### config.mk
export PLATFORM = sky130hd
export DESIGN_NAME = rid_ctrl
export DESIGN_NICKNAME = d
export VERILOG_FILES = /design/src/sv/rid_pkg.sv /design/src/sv/rid_ctrl.sv
export SDC_FILE = /design/constraint.sdc
export NUM_CORES = 1
export LEC_CHECK = 0
export BUFFER_PORTS_ARGS = -buffer_cell sky130_fd_sc_hd__buf_2
export CAP_MARGIN = 30
export CELL_PAD_IN_SITES_DETAIL_PLACEMENT = 0
export CELL_PAD_IN_SITES_GLOBAL_PLACEMENT = 1
export CORE_MARGIN = 5
export CORE_UTILIZATION = 21
export DETAILED_ROUTE_END_ITERATION = 6
export HOLD_SLACK_MARGIN = 0.03
export PLACE_DENSITY = 0.73
export RECOVER_POWER = 25
export SLEW_MARGIN = 20
export SYNTH_ARGS = -nofsm -noshare
export SYNTH_HDL_FRONTEND = slang
export SYNTH_SLANG_ARGS = --single-unit
### constraint.sdc
create_clock -name clk -period 1.15 [get_ports clk]
set_clock_uncertainty 0.15 [all_clocks]
set_input_delay 0.1725 -clock clk [delete_from_list [all_inputs] [get_ports clk]]
set_output_delay 0.1725 -clock clk [all_outputs]
set_load 0.02 [all_outputs]
### src/sv/rid_pkg.sv
// shared codes and controller/datapath interface types for the recycled id allocator
package rid_pkg;

  localparam logic OP_ALLOC = 1'b0;
  localparam logic OP_FREE  = 1'b1;

  localparam logic [1:0] ST_OK        = 2'd0;
  localparam logic [1:0] ST_DUP       = 2'd1;
  localparam logic [1:0] ST_FULL      = 2'd2;
  localparam logic [1:0] ST_EXHAUSTED = 2'd3;

  typedef struct packed {
    logic capture;
    logic set_dup;
    logic set_full;
    logic set_exh;
    logic alloc_fresh;
    logic push_start;
    logic pop_start;
    logic rd_parent;
    logic dn_last;
    logic wr_cur;
    logic up_step;
    logic dn_step;
    logic load_out;
  } rid_cmd_t;

  typedef struct packed {
    logic op_free;
    logic is_dup;
    logic is_full;
    logic pool_empty;
    logic exhausted;
    logic count_one;
    logic idx_zero;
    logic up_stop;
    logic dn_stop;
    logic out_free;
  } rid_stat_t;

endpackage

### src/sv/rid_ctrl.sv
// sequencing state machine for the recycled id allocator
module rid_ctrl
  import rid_pkg::*;
(
  input  logic      clk,
  input  logic      rst,
  input  logic      in_valid,
  output logic      in_stall,
  input  rid_stat_t stat,
  output rid_cmd_t  cmd
);

  typedef enum logic [2:0] {
    IDLE, EXEC, UP_RD, UP_CMP, DN_LAST, DN_RD, DN_CMP, FIN
  } state_t;

  state_t state, state_next;

  assign in_stall = (state != IDLE);

  always_comb begin
    state_next = state;
    cmd        = '0;
    unique case (state)
      IDLE: begin
        if (in_valid) begin
          cmd.capture = 1'b1;
          state_next  = EXEC;
        end
      end
      EXEC: begin
        if (stat.op_free) begin
          priority if (stat.is_dup) begin
            cmd.set_dup = 1'b1;
            state_next  = FIN;
          end else if (stat.is_full) begin
            cmd.set_full = 1'b1;
            state_next   = FIN;
          end else begin
            cmd.push_start = 1'b1;
            state_next     = UP_RD;
          end
        end else begin
          priority if (!stat.pool_empty) begin
            cmd.pop_start = 1'b1;
            state_next    = stat.count_one ? FIN : DN_LAST;
          end else if (stat.exhausted) begin
            cmd.set_exh = 1'b1;
            state_next  = FIN;
          end else begin
            cmd.alloc_fresh = 1'b1;
            state_next      = FIN;
          end
        end
      end
      UP_RD: begin
        if (stat.idx_zero) begin
          cmd.wr_cur = 1'b1;
          state_next = FIN;
        end else begin
          cmd.rd_parent = 1'b1;
          state_next    = UP_CMP;
        end
      end
      UP_CMP: begin
        if (stat.up_stop) begin
          cmd.wr_cur = 1'b1;
          state_next = FIN;
        end else begin
          cmd.up_step = 1'b1;
          state_next  = UP_RD;
        end
      end
      DN_LAST: begin
        cmd.dn_last = 1'b1;
        state_next  = DN_RD;
      end
      DN_RD: begin
        state_next = DN_CMP;
      end
      DN_CMP: begin
        if (stat.dn_stop) begin
          cmd.wr_cur = 1'b1;
          state_next = FIN;
        end else begin
          cmd.dn_step = 1'b1;
          state_next  = DN_RD;
        end
      end
      FIN: begin
        if (stat.out_free) begin
          cmd.load_out = 1'b1;
          state_next   = IDLE;
        end
      end
      default: state_next = IDLE;
    endcase
  end

  always_ff @(posedge clk) begin
    if (rst) begin
      state <= IDLE;
    end else begin
      state <= state_next;
    end
  end

endmodule

; ---- Word level (Yosys, flattened, before mapping)
; Cells that the tools add are included.
[totals]
output_inout_bits = 14
input_bits = 13
elab_cells = 53
ff_bits = 3
[op_classes]
reduce_logical = 3
mux = 40
n_eq_ne = 9
[op_table]
columns = op, n
row1 = 2-to-1 mux 1 bit, 24
row2 = case mux 3 bit (8 select lines), 1
row3 = 2-to-1 mux 3 bit, 7
row4 = "equality test 3 bit, second input constant", 4
row5 = 2-to-1 mux 2 bit, 6
row6 = "equality test 3 x 2 -> 1 bit, second input constant", 2
row7 = 2-to-1 mux 6 bit, 1
row8 = "inequality test 2 bit, second input constant", 2
row9 = "equality test 3 x 1 -> 1 bit, second input constant", 1
row10 = zero test 3 bit, 1
row11 = case mux 1 bit (3 select lines), 1
row12 = nonzero test 3 bit, 1
row13 = AND reduction 2 bit, 1

; ---- Depth between registers and ports, before layout
[logic_depth]
ltp_word = 4
depth_mapped = 4
ltp_nobuf = 3

; ---- Least setup slack after synthesis
; Ideal clock, no wire load.
[synth_timing]
path_kind = register -> output
from = register state[0]
to = output port cmd[8] in the netlist's numbering
path_stages_with_launch = 4
path_slack_ps = -522
required_ps = 827
arrival_ps = 1350
n_path_buf = 1
path_cell_list = dfxtp_1 buf_2 nand2_1 nor4b_1
[synth_lines]
columns = item, line
row1 = "start, declared", rid_ctrl.sv:17  ; state_t state, state_next;
row2 = "start signal, assigned", rid_ctrl.sv:104  ; state <= state_next;
row3 = "end, declared", rid_ctrl.sv:10  ; output rid_cmd_t cmd

==> metrics.yaml <==
outcome: "finished, violations left"
violations: "setup timing"
maxSlewHeadroom_pct: 82.7
grt.total_usage_pct: 10.9
finalSetupViolCount: 17
final_nets: 101
dpl.hpwl_um: 988
ys_seq_area_share_pct: 18.0
drive_gt1_share_pct: 81.6
utilization_pct: 57.1
rows: 14
hold_viol_final: 0
grt_pass1_wl_um: 2100
initialDrtViolationCount: 1
final_common_cell: "buf_4"
path_clk_slew_ns: 0.04
largest_register_ffs: 3
antenna_cells: 0
ys.flop_type: "dfxtp_1"
initial_utilization_pct: 22.1
worst_hold_startpoint: "in_valid"
clkSinkCount: 3
worst_pin_slew_ns: 0.256
hold_class: "input port to flip-flop"
ios: 27
dpl.cell_count: 93
ant_nets: 0
rr_startpoint: "state[1]$_SDFFE_PP0P_"
firstDrtPassIters: 3
crit_type: "flip-flop to primary output"
die_x_um: 49.8
clock_path_buffers: 2
synth_top_area_share_pct: 18.0
drv_cap: 0
max_stage_delay_ns: 0.36
path_cells: "nor3b_4 > and4b_2 > buf_6"
r2r_setup_slack_ns: -0.18
cts_tree: "done"
rsz0062_at_grt: "true"
synth-async-reset-ratio_pct: 0
power.leakage_uw: 0.000375
hold_end: "state[0]$_SDFFE_PP0P_"
crit_fanout: 5
vias: 508
yosysUniqueCellTypes: 26
clock_latency_ns: 0.24
drt-total-wl_um: 1280
vias_per_cell: 4.93
setup_ws_ns: -0.419
slew_viol_final: 0
coreArea_um2: 1510
first_global_vias: 519
required_ns: 0.83
yosys.area.top_type: "dfxtp_1"
syn_avg_cell_area_um2: 7.56
grt_max_degree: 10
synthCells: 44
syn_area_um2: 333
grt_overflow: 0
drt-wirelength-per-cell_um: 12.4
post-route-min-period_ns: 1.57
chipHeight_um: 49.8
synth.area.top_cells: "dfxtp_1, nor4b_1, and4b_2, nand2_1, nor2_1"
reg_top3: "state: 3 flops"
synth-edff-count: 0
place_congestion: 0.713
rr_endpoint: "state[0]$_SDFFE_PP0P_"
die_area_um2: 2480
antenna_found_initial: 0
max_freq_mhz: 637
portBuffers: 26
fin_cells: 103
drc: 0
syn_nets: 57
root_buffer: "clkbuf_4"
cp-start-kind: "flip-flop"
r2r_cells: 4
area_growth_syn_to_layout_pct: 159
final_cell_mix: "buf_4, buf_6, buf_2"
period_share_pct: 136
cts_max_level: 1
crit_arrival_ns: 1.25
critPathSlowestCell: "dfxtp_4"
critPathCaptureType: "primary output"
largest-register: "state"
cts-buffers-inserted: 3
holdPathStages: 3
p_per_area_nw_per_um2: 1910
synth-seq-cells: 3
ys_warn_count: 0
ir_worst_vdd_v: 0.000857
## synth_stat cells, types with 2 or more instances
cell     count
buf_2        2
nor3_1       3
nand2_1      5
nand3_1      2
nor2_1       5
dfxtp_1      3
inv_1        2
and4b_2      2
nor4b_1      3
## how the worst max path moves through the flow
stage,end,slack (ns),cells past startpoint,from
after floorplan,cmd[8],-0.17,4,state[2]$_SDFFE_PP0P_
after global routing,cmd[10],-0.47,3,state[0]$_SDFFE_PP0P_
after CTS,cmd[10],-0.44,3,state[0]$_SDFFE_PP0P_
after detailed placement,cmd[0],-0.32,4,state[2]$_SDFFE_PP0P_
after global placement,cmd[0],-0.30,4,state[2]$_SDFFE_PP0P_
final,cmd[10],-0.42,3,state[1]$_SDFFE_PP0P_
## worst max-delay path: cells and delay by family (launching register included)
| kind | cells | cell delay, ns |
|---|---|---|
| and+or+nand+nor | 2 | 0.53 |
| buffers and inverters | 1 | 0.11 |
| DFF | 1 | 0.36 |
## per-layer routing
metal  vias up  wire length (µm)  GRT usage (%)
li1        258                 -              -
met1       238               493           12.1
met2         8               722           18.2
met3         4                44           4.52
met4         0                21           3.93
met5         -                 0              0
## repair_timing
item	CTS	global route
hold buffers	1	0
cloned	0	0
gates resized for setup	41	4
buffers inserted	5	0
hold endpoints to repair	3	0
setup endpoints to repair	17	17
pin swaps	9	1
## cells by family (layout without fill, tap and decap cells)
group                  after synthesis  in the layout  synth area share (%)
buffers and inverters                5             48                  8.65
flip-flops                           3              3                  18.0
multiplexers                         1              1                  3.38
AO/OA/AOI/OAI                        8              8                  16.9
AND/OR/NAND/NOR                     27             27                  53.0
## area by class of cell
cell class | count | area, µm²
repair buffers | 42 | 340
flip-flops and latches | 3 | 71.3
fillers | 128 | 646
multi-input cells | 36 | 390
inverters | 2 | 12.5
clock buffers | 4 | 26.3
well taps | 16 | 20.0
## through the flow
step / power, µW / setup slack [ns] / hold WS (ns) / instance area [µm²] / setup TNS (ns)
final: 1640 / -0.419 / 0.112 / 861 / -5.12
after CTS: 1630 / -0.438 / 0.0918 / 845 / -5.39
after global placement: 1100 / -0.299 / 0.217 / 643 / -3.51
after global routing: 1750 / -0.469 / 0.115 / 861 / -5.98
after detailed placement: 1100 / -0.317 / 0.217 / 643 / -3.73
after floorplan: 873 / -0.167 / 0.0822 / 452 / -1.11
## where the power goes
group	switching [µW]	total (µW)	internal, µW
logic	566	1190	627
clock network	57.0	187	130
registers	94.6	263	169
Power figures use the tool's default switching activity.
